File: src/rtl/core/isq_pkg.sv
// shared types and constants for the indexed sequence store
`default_nettype none

package isq_pkg;

   localparam int CMD_W   = 2;
   localparam int POS_W   = 5;
   localparam int VAL_W   = 32;
   localparam int STAT_W  = 2;
   localparam int COUNT_W = 5;

   localparam logic [VAL_W-1:0] MOST_NEG = {1'b1, {(VAL_W-1){1'b0}}};

   typedef enum logic [CMD_W-1:0] {
      CMD_INSERT = 2'd0,
      CMD_READ   = 2'd1,
      CMD_DELETE = 2'd2
   } command_type;

   typedef enum logic [STAT_W-1:0] {
      ST_OK     = 2'd0,
      ST_BADIDX = 2'd1,
      ST_EMPTY  = 2'd2,
      ST_FULL   = 2'd3
   } status_type;

   // broadcast from the control to every cell
   typedef struct packed {
      logic              insert_en;
      logic              delete_en;
      logic [POS_W-1:0]  position;
      logic [VAL_W-1:0]  value;
   } cell_op_type;

endpackage

`default_nettype wire

File: src/rtl/core/isq_if.sv
// request and response channel interfaces
`default_nettype none

interface isq_req_if;
   logic                               valid;
   logic                               ready;
   logic [isq_pkg::CMD_W-1:0]          command;
   logic [isq_pkg::POS_W-1:0]          position;
   logic signed [isq_pkg::VAL_W-1:0]   item_value;

   modport source (output valid, command, position, item_value, input ready);
   modport sink   (input valid, command, position, item_value, output ready);
endinterface

interface isq_rsp_if;
   logic                               valid;
   logic                               ready;
   logic signed [isq_pkg::VAL_W-1:0]   read_value;
   logic [isq_pkg::STAT_W-1:0]         status;
   logic [isq_pkg::COUNT_W-1:0]        item_count;

   modport source (output valid, read_value, status, item_count, input ready);
   modport sink   (input valid, read_value, status, item_count, output ready);
endinterface

`default_nettype wire

File: src/rtl/core/isq_cell.sv
// one storage cell of the sequence chain
`default_nettype none

module isq_cell #(
   parameter int INDEX = 0
) (
   input  wire                          clock,
   input  wire isq_pkg::cell_op_type    op,
   input  wire [isq_pkg::VAL_W-1:0]     left_value,
   input  wire [isq_pkg::VAL_W-1:0]     right_value,
   output logic [isq_pkg::VAL_W-1:0]    value
);

   logic [isq_pkg::VAL_W-1:0] value_ff;
   logic [isq_pkg::VAL_W-1:0] value_in;
   int                        pos_int;

   always_comb begin
      pos_int  = int'(op.position);
      value_in = value_ff;
      if (op.insert_en) begin
         if (INDEX == pos_int) begin
            value_in = op.value;
         end else if (INDEX > pos_int) begin
            value_in = left_value;
         end
      end else if (op.delete_en) begin
         if (INDEX >= pos_int) begin
            value_in = right_value;
         end
      end
   end

   always_ff @(posedge clock) begin
      value_ff <= value_in;
   end

   assign value = value_ff;

endmodule

`default_nettype wire

File: src/rtl/core/indexed_sequence_store.sv
// top level of the indexed sequence store
// Holds an ordered list of up to CAPACITY signed 32-bit values in a row of
// cells. Each request on req_chan carries a command (insert, read, delete),
// a position and a value; each yields one response on rsp_chan with the
// read value, a status and the new entry count.
// Insert at a position shifts every cell behind it one place toward the end
// in the same cycle; delete shifts them one place toward the front. A read
// selects the addressed cell; only the first 32 cells are reachable, as the
// position is 5 bits wide.
// The response is registered and is valid the cycle after the request is taken.
// One request per cycle while responses are drained, as every cell shifts at once.
// The response sits in an output register; a new request is taken whenever
// that register is empty or being drained, so a stalled receiver holds
// req_chan.ready low until it takes the waiting response.
// Reset clears the entry count and the response valid; cell contents are
// left as they are and are never read before being written.
// On any error the list and count are unchanged and the read value is the
// most negative integer.
`default_nettype none

module indexed_sequence_store #(
   parameter int CAPACITY = 16
) (
   input  wire         clock,
   input  wire         reset,
   isq_req_if.sink     req_chan,
   isq_rsp_if.source   rsp_chan
);

   localparam int VAL_W   = isq_pkg::VAL_W;
   localparam int POS_W   = isq_pkg::POS_W;
   localparam int COUNT_W = isq_pkg::COUNT_W;
   localparam int CNT_W   = $clog2(CAPACITY + 1);
   localparam int CMP_W   = (CNT_W > POS_W) ? CNT_W : POS_W;
   localparam int READ_N  = (CAPACITY < 32) ? CAPACITY : 32;

   logic [CNT_W-1:0]            count_ff;
   logic [CNT_W-1:0]            count_in;
   logic                        rsp_valid_ff;
   logic [VAL_W-1:0]            read_value_ff;
   logic [VAL_W-1:0]            read_value_in;
   isq_pkg::status_type         status_ff;
   isq_pkg::status_type         status_in;
   logic [COUNT_W-1:0]          item_count_ff;

   logic                        accept;
   logic                        ins_ok;
   logic                        del_ok;
   logic [CMP_W-1:0]            pos_ext;
   logic [CMP_W-1:0]            cnt_ext;
   logic [VAL_W-1:0]            rd_sel;
   isq_pkg::cell_op_type        op;
   logic [VAL_W-1:0]            cell_value [CAPACITY];

   assign req_chan.ready = !rsp_valid_ff || rsp_chan.ready;
   assign accept         = req_chan.valid && req_chan.ready;

   assign pos_ext = CMP_W'(req_chan.position);
   assign cnt_ext = CMP_W'(count_ff);

   always_comb begin
      rd_sel = '0;
      for (int k = 0; k < READ_N; k++) begin
         if (POS_W'(k) == req_chan.position) begin
            rd_sel = cell_value[k];
         end
      end
   end

   always_comb begin
      ins_ok        = 1'b0;
      del_ok        = 1'b0;
      status_in     = isq_pkg::ST_BADIDX;
      read_value_in = isq_pkg::MOST_NEG;
      case (req_chan.command)
         isq_pkg::CMD_INSERT: begin
            if (count_ff == CNT_W'(CAPACITY)) begin
               status_in = isq_pkg::ST_FULL;
            end else if (pos_ext <= cnt_ext) begin
               ins_ok        = 1'b1;
               status_in     = isq_pkg::ST_OK;
               read_value_in = '0;
            end
         end
         isq_pkg::CMD_READ: begin
            if (pos_ext < cnt_ext) begin
               status_in     = isq_pkg::ST_OK;
               read_value_in = rd_sel;
            end
         end
         isq_pkg::CMD_DELETE: begin
            if (count_ff == '0) begin
               status_in = isq_pkg::ST_EMPTY;
            end else if (pos_ext < cnt_ext) begin
               del_ok        = 1'b1;
               status_in     = isq_pkg::ST_OK;
               read_value_in = '0;
            end
         end
         default: begin
            status_in = isq_pkg::ST_BADIDX;
         end
      endcase
   end

   always_comb begin
      count_in = count_ff;
      if (accept && ins_ok) begin
         count_in = count_ff + CNT_W'(1);
      end else if (accept && del_ok) begin
         count_in = count_ff - CNT_W'(1);
      end
   end

   assign op.insert_en = accept && ins_ok;
   assign op.delete_en = accept && del_ok;
   assign op.position  = req_chan.position;
   assign op.value     = req_chan.item_value;

   // cell chain
   for (genvar g = 0; g < CAPACITY; g++) begin : g_cell
      logic [VAL_W-1:0] left_v;
      logic [VAL_W-1:0] right_v;
      if (g == 0) begin : g_first
         assign left_v = req_chan.item_value;
      end else begin : g_mid_l
         assign left_v = cell_value[g-1];
      end
      if (g == CAPACITY - 1) begin : g_last
         assign right_v = cell_value[g];
      end else begin : g_mid_r
         assign right_v = cell_value[g+1];
      end
      isq_cell #(
         .INDEX (g)
      ) u_cell (
         .clock       (clock),
         .op          (op),
         .left_value  (left_v),
         .right_value (right_v),
         .value       (cell_value[g])
      );
   end

   always_ff @(posedge clock) begin
      if (reset) begin
         count_ff     <= '0;
         rsp_valid_ff <= 1'b0;
      end else begin
         count_ff <= count_in;
         if (accept) begin
            rsp_valid_ff <= 1'b1;
         end else if (rsp_chan.ready) begin
            rsp_valid_ff <= 1'b0;
         end
      end
   end

   always_ff @(posedge clock) begin
      if (accept) begin
         read_value_ff <= read_value_in;
         status_ff     <= status_in;
         item_count_ff <= COUNT_W'(CMP_W'(count_in));
      end
   end

   assign rsp_chan.valid      = rsp_valid_ff;
   assign rsp_chan.read_value = read_value_ff;
   assign rsp_chan.status     = status_ff;
   assign rsp_chan.item_count = item_count_ff;

   // count stays within capacity
   a_count_bound: assert property (@(posedge clock) disable iff (reset)
      count_ff <= CNT_W'(CAPACITY))
      else $error("entry count above capacity");

   // an accepted request always yields a response next cycle
   a_rsp_follows: assert property (@(posedge clock) disable iff (reset)
      accept |=> rsp_valid_ff)
      else $error("response missing after request");

   // errors leave the count unchanged
   a_err_no_change: assert property (@(posedge clock) disable iff (reset)
      accept && (status_in != isq_pkg::ST_OK) |=> count_ff == $past(count_ff))
      else $error("count changed on error");

   // a good insert grows the count by one
   a_ins_grows: assert property (@(posedge clock) disable iff (reset)
      accept && ins_ok |=> count_ff == CNT_W'($past(count_ff) + CNT_W'(1)))
      else $error("insert did not grow count");

endmodule

`default_nettype wire
File: src/flat_wrapper.sv
// flat-port wrapper written by rule: the top's interface ports become plain ports
module indexed_sequence_store_flat 
#(
   parameter int CAPACITY = 16
)
  (clock, reset, req_chan_valid, req_chan_command, req_chan_position, req_chan_item_value, req_chan_ready, rsp_chan_valid, rsp_chan_read_value, rsp_chan_status, rsp_chan_item_count, rsp_chan_ready);
  isq_req_if req_chan_i ();
  isq_rsp_if rsp_chan_i ();
  input  wire clock;
  input  wire reset;
  input wire logic [$bits(req_chan_i.valid)-1:0] req_chan_valid;
  input wire logic [$bits(req_chan_i.command)-1:0] req_chan_command;
  input wire logic [$bits(req_chan_i.position)-1:0] req_chan_position;
  input wire logic [$bits(req_chan_i.item_value)-1:0] req_chan_item_value;
  output wire logic [$bits(req_chan_i.ready)-1:0] req_chan_ready;
  output wire logic [$bits(rsp_chan_i.valid)-1:0] rsp_chan_valid;
  output wire logic [$bits(rsp_chan_i.read_value)-1:0] rsp_chan_read_value;
  output wire logic [$bits(rsp_chan_i.status)-1:0] rsp_chan_status;
  output wire logic [$bits(rsp_chan_i.item_count)-1:0] rsp_chan_item_count;
  input wire logic [$bits(rsp_chan_i.ready)-1:0] rsp_chan_ready;
  assign req_chan_i.valid = req_chan_valid;
  assign req_chan_i.command = req_chan_command;
  assign req_chan_i.position = req_chan_position;
  assign req_chan_i.item_value = req_chan_item_value;
  assign req_chan_ready = req_chan_i.ready;
  assign rsp_chan_valid = rsp_chan_i.valid;
  assign rsp_chan_read_value = rsp_chan_i.read_value;
  assign rsp_chan_status = rsp_chan_i.status;
  assign rsp_chan_item_count = rsp_chan_i.item_count;
  assign rsp_chan_i.ready = rsp_chan_ready;
  indexed_sequence_store #(.CAPACITY(CAPACITY)) u_core (.clock(clock), .reset(reset), .req_chan(req_chan_i), .rsp_chan(rsp_chan_i));
endmodule
File: config.mk
export PLATFORM = sky130hd
export DESIGN_NAME = indexed_sequence_store_flat
export DESIGN_NICKNAME = d
export VERILOG_FILES = /design/src/rtl/core/isq_pkg.sv /design/src/rtl/core/isq_if.sv /design/src/rtl/core/isq_cell.sv /design/src/rtl/core/indexed_sequence_store.sv /design/src/flat_wrapper.sv
export SDC_FILE = /design/constraint.sdc
export NUM_CORES = 2
export LEC_CHECK = 0
export BUFFER_PORTS_ARGS = -buffer_cell sky130_fd_sc_hd__buf_2
export CAP_MARGIN = 30
export CORE_UTILIZATION = 64
export CTS_CLUSTER_SIZE = 25
export DETAILED_ROUTE_END_ITERATION = 7
export GPL_ROUTABILITY_DRIVEN = 1
export PLACE_DENSITY = 0.81
export SYNTH_ARGS = -nofsm -noshare
export SYNTH_HDL_FRONTEND = slang
export SYNTH_SLANG_ARGS = --single-unit
File: constraint.sdc
create_clock -name clock -period 7.8 [get_ports clock]
set_input_delay 0.78 -clock clock [delete_from_list [all_inputs] [get_ports clock]]
set_output_delay 0.78 -clock clock [all_outputs]
set_load 0.005 [all_outputs]
==> impl_metrics.json <==
{
  "route.final.wire_length_mm": 103.2,
  "die-area_um2": 50910,
  "final_weighted_congestion_in_routability_driven_placement": 0.9330,
  "timing.critical_path.fanout_max": 223,
  "power.share.sequential_pct": 50.6,
  "setup-violations-final": 0,
  "critical_path_buf_inv_count": 3,
  "std_cell_rows": 81,
  "critical_path.cell_chain": "buf_2, ha_1, a21o_1, a21oi_1, a21oi_1, nor3_4, buf_12, o21ai_1, a31oi_4, buf_4",
  "initial_cell_density_of_the_core_pct": 65.12,
  "worstPathRequired_ps": 8090,
  "worst_setup_path_startpoint": "req_chan_position[3]",
  "clk_latency_ps": 660,
  "post_cts_resize_count": 0,
  "layout.filler_cells": 3635,
  "drive_above_1_share_pct": 9.662,
  "synth_seq_cells": 557,
  "worstSetupEndpointType": "register",
  "layout_worst_path_cycle_share_pct": 57.10,
  "sequential_cell_area_um2": 16670,
  "grt_pass1_wl_mm": 155.7,
  "worstMarginPinSlew_ps": 1116,
  "rsz_0062_raised_after_global_routing": "no",
  "end_of_the_critical_path": "u_core.g_cell[12].u_cell.value[7]$_DFFE_PP_",
  "synth.avg_cell_area_um2": 9.453,
  "yosys_warnings": 0,
  "ys_seq_area_share_pct": 52.07,
  "wl_per_cell_um": 25.73,
  "max_cap_violations": 0,
  "async_reset_ff_share_pct": 0,
  "tritoncts_clock_tree": "built",
  "total_track_usage_pct": 40.34,
  "max-clock-path-buffers": 3,
  "viasPerCell": 7.007,
  "core_area_um2": 49150,
  "power_switching_share_pct": 24.54,
  "cts_made_buffers": 60,
  "regToRegSetupSlack_ps": 3560,
  "detail_route.first_pass.iterations": 7,
  "static-leakage-power_nw": 13.02,
  "worst_ir_drop_vdd_uv": 192.8,
  "r2r-start": "u_core.cnt_ext[3]$_SDFF_PP0_",
  "portBuffers": 83,
  "globalRouteOverflowTotal": 0,
  "combPwrFrac_pct": 7.7,
  "detailedRoute.firstIterationViolations": 5376,
  "status": "finished, final reports clean",
  "finClkSkew_ps": 32.46,
  "cell_type_of_the_slowest_stage_on_the_worst_timing_path": "sky130_fd_sc_hd__buf_12",
  "slew_headroom_pct": 25.61,
  "number_of_antenna_violations_at_the_first_check_in_global_routing": 4,
  "grt_pass1_vias": 25710,
  "clk_root_buffer_cell": "sky130_fd_sc_hd__clkbuf_16",
  "reg2regPathDepth": 10,
  "critical_path.startpoint_type": "input pin",
  "placed_cells": 3896,
  "grt_start_max_net_pins": 257,
  "ios": 84,
  "intPower_w": 0.004933,
  "worstReg2RegEnd": "u_core.g_cell[12].u_cell.value[7]$_DFFE_PP_",
  "finalHoldViolations": 0,
  "synth_enable_flop_cells": 551,
  "arrival_ps": 4740,
  "nets": 3347,
  "critical-path-max-stage-delay_ps": 730,
  "critPathMostFrequentCell": "sky130_fd_sc_hd__a21oi_1",
  "detail_route.drc_violations": 0,
  "die_h_um": 225.6,
  "cts_max_level": 2,
  "syn-cell-area_um2": 32010,
  "maxSlewViolCount": 0,
  "cts_num_sinks": 557,
  "multi_input_comb_area_um2": 14060,
  "timing.final.crit_period_ps": 4454,
  "fmax_mhz": 224.5,
  "crit_cells": 10,
  "final_antenna_net_count": 0,
  "pwr_density_nw_per_um2": 189.5,
  "vias_after_detailed_routing": 28090,
  "fin_setup_tns_ps": 0,
  "synth_cell_type_count": 67,
  "layout-area-overhead-vs-synth_pct": 7.790,
  "crit_type": "input pin to register",
  "power.switching_w": 0.001604,
  "cts_setup_buffers": 0,
  "dominantRegCellSynth": "sky130_fd_sc_hd__edfxtp_1",
  "post_layout_nonfiller_instances": 4009,
  "dp_hpwl_mm": 63.46,
  "number_of_cells_produced_by_synthesis": 3386,
  "p_clk_share_pct": 41.7,
  "fp.dieW_um": 225.6,
  "critical-path-top-delay-family": "buffers and inverters",
  "clk_pin_slew_ps": 60,
  "synthesis.nets": 3436,
  "hold_path_class": "input pin to register",
  "cts_hold_buf": 0
}
power by group through the flow:
stage,combinational [W],clock [W],sequential [W]
3_3_place_gp,0.000458,0,0.00337
4_1_cts,0.000478,0.00272,0.00331
6_report,0.000504,0.00273,0.00331
5_1_grt,0.000526,0.00282,0.00331
2_1_floorplan,0.000302,0,0.00337
3_5_place_dp,0.000475,0,0.00337
sequential cells by signal, indices dropped and copies added, names as in the netlist:
name and count:
u_core.rsp_chan.status 2, u_core.rsp_chan.read_value 32, u_core.g_cell.u_cell.value 512, u_core.cnt_ext 5
u_core.rsp_chan.item_count 5, u_core.rsp_chan.valid 1
per-layer routing:
layer  wire [µm]  part of all wire [%]  vias to the layer above  global-route usage (%)
li1            -                     -                    12070                       -
met1       38940                    38                    13200                   58.17
met2       43800                    42                     2573                   57.71
met3       17310                    17                      247                   12.69
met4        3088                   3.0                        2                   13.39
met5          40                 0.039                        -                       0
final cells by class:
type	count	area share, %
sequential	557	48.30
tap	664	2.408
timing repair buffer	149	3.148
multi-input combinational	2515	40.76
inverter	14	0.1523
clock inverter	35	0.7253
antenna	2	0.01451
clock buffer	73	4.493
cells by family (layout without fill, tap and decap cells):
logic type	after synthesis	in the layout	share of synthesized area [%]
simple gates	1328	1328	16.37
compound gates	871	871	16.18
flops	557	557	52.07
buf+inv	314	271	4.738
mux	304	304	10.23
fa+ha+maj	7	7	0.2736
xor+xnor	5	5	0.1368
other cells	0	2	0
worst min-delay path by stage:
stage	start	to	cells after the start
2_1_floorplan	u_core.cnt_ext[1]$_SDFF_PP0_	u_core.cnt_ext[1]$_SDFF_PP0_	2
3_3_place_gp	u_core.g_cell[15].u_cell.value[24]$_DFFE_PP_	u_core.g_cell[14].u_cell.value[24]$_DFFE_PP_	2
3_5_place_dp	u_core.cnt_ext[1]$_SDFF_PP0_	u_core.cnt_ext[1]$_SDFF_PP0_	2
4_1_cts	req_chan_valid	u_core.rsp_chan.valid$_SDFFE_PP0P_	3
5_1_grt	req_chan_valid	u_core.rsp_chan.valid$_SDFFE_PP0P_	3
6_report	req_chan_valid	u_core.rsp_chan.valid$_SDFFE_PP0P_	3
per-stage QoR:
| stage | cell area, µm² | total power (W) | hold slack (ps) | utilization (%) | worst slack [ps] |
|---|---|---|---|---|---|
| CTS | 34450 | 0.006500 | 410.0 | 70.08 | 3424 |
| floorplan | 32010 | 0.003669 | 506.1 | - | 2020 |
| finish | 34500 | 0.006538 | 418.2 | 70.19 | 3346 |
| detailed placement | 32650 | 0.003844 | 545.6 | 66.42 | 2784 |
| global placement | 32470 | 0.003826 | 527.3 | 66.06 | 2892 |
| global route | 34500 | 0.006656 | 430.0 | 70.19 | 3139 |
synth_stat cells (4+ instances only):
master | count | area (µm²)
sky130_fd_sc_hd__nand2_1 | 936 | 3513
sky130_fd_sc_hd__edfxtp_1 | 551 | 16550
sky130_fd_sc_hd__nor2_1 | 304 | 1141
sky130_fd_sc_hd__mux2i_1 | 262 | 2623
sky130_fd_sc_hd__a31oi_1 | 228 | 1426
sky130_fd_sc_hd__o21ai_0 | 164 | 820.8
sky130_fd_sc_hd__clkbuf_1 | 155 | 581.8
sky130_fd_sc_hd__o21ai_1 | 150 | 750.7
sky130_fd_sc_hd__a21oi_1 | 149 | 745.7
sky130_fd_sc_hd__buf_2 | 104 | 520.5
sky130_fd_sc_hd__o221ai_1 | 39 | 341.6
sky130_fd_sc_hd__o22ai_1 | 35 | 219.0
sky130_fd_sc_hd__a22oi_1 | 25 | 187.7
sky130_fd_sc_hd__mux2_2 | 25 | 281.5
sky130_fd_sc_hd__buf_4 | 17 | 127.6
sky130_fd_sc_hd__buf_6 | 17 | 191.4
sky130_fd_sc_hd__nand2b_1 | 17 | 106.4
sky130_fd_sc_hd__nor3_1 | 17 | 85.08
sky130_fd_sc_hd__mux4_2 | 16 | 360.4
sky130_fd_sc_hd__a211oi_1 | 15 | 112.6
sky130_fd_sc_hd__inv_1 | 14 | 52.55
sky130_fd_sc_hd__o211ai_1 | 12 | 90.09
sky130_fd_sc_hd__nand3_1 | 9 | 45.04
sky130_fd_sc_hd__a21o_1 | 8 | 60.06
sky130_fd_sc_hd__a221o_1 | 7 | 70.07
sky130_fd_sc_hd__ha_1 | 7 | 87.58
sky130_fd_sc_hd__nor2b_1 | 7 | 43.79
sky130_fd_sc_hd__buf_1 | 6 | 22.52
sky130_fd_sc_hd__dfxtp_1 | 6 | 120.1
sky130_fd_sc_hd__o22a_1 | 6 | 52.55
sky130_fd_sc_hd__a221oi_1 | 5 | 43.79
sky130_fd_sc_hd__a32oi_1 | 5 | 43.79
sky130_fd_sc_hd__o32ai_1 | 5 | 43.79
sky130_fd_sc_hd__xnor2_1 | 5 | 43.79
sky130_fd_sc_hd__and3_1 | 4 | 25.02
sky130_fd_sc_hd__nor2_4 | 4 | 45.04
cell usage in the layout (no fill, tap or decap), drive strengths merged, types with 4 or more instances in the layout:
master   count
nand2      939
o21ai      314
clkbuf      73
clkinv      30
and3         4
a22oi       25
a31oi      228
mux2        26
nor2       311
o22ai       35
inv         15
o22a         6
dfxtp        6
edfxtp     551
o2111ai      4
a21o         8
mux2i      262
o32ai        5
xnor2        5
mux4        16
o211ai      12
a221oi       5
a32oi        5
nand3        9
nor2b        7
buf        149
o221ai      39
a221o        7
nand2b      17
a21oi      150
a211oi      15
nor3        18
ha           7
worst min-delay path: stages:
cell                      delay [ps]
sky130_fd_sc_hd__buf_2           120
sky130_fd_sc_hd__inv_1            50
sky130_fd_sc_hd__a21oi_1          60
No activity file was read; power rests on OpenSTA's default activity.
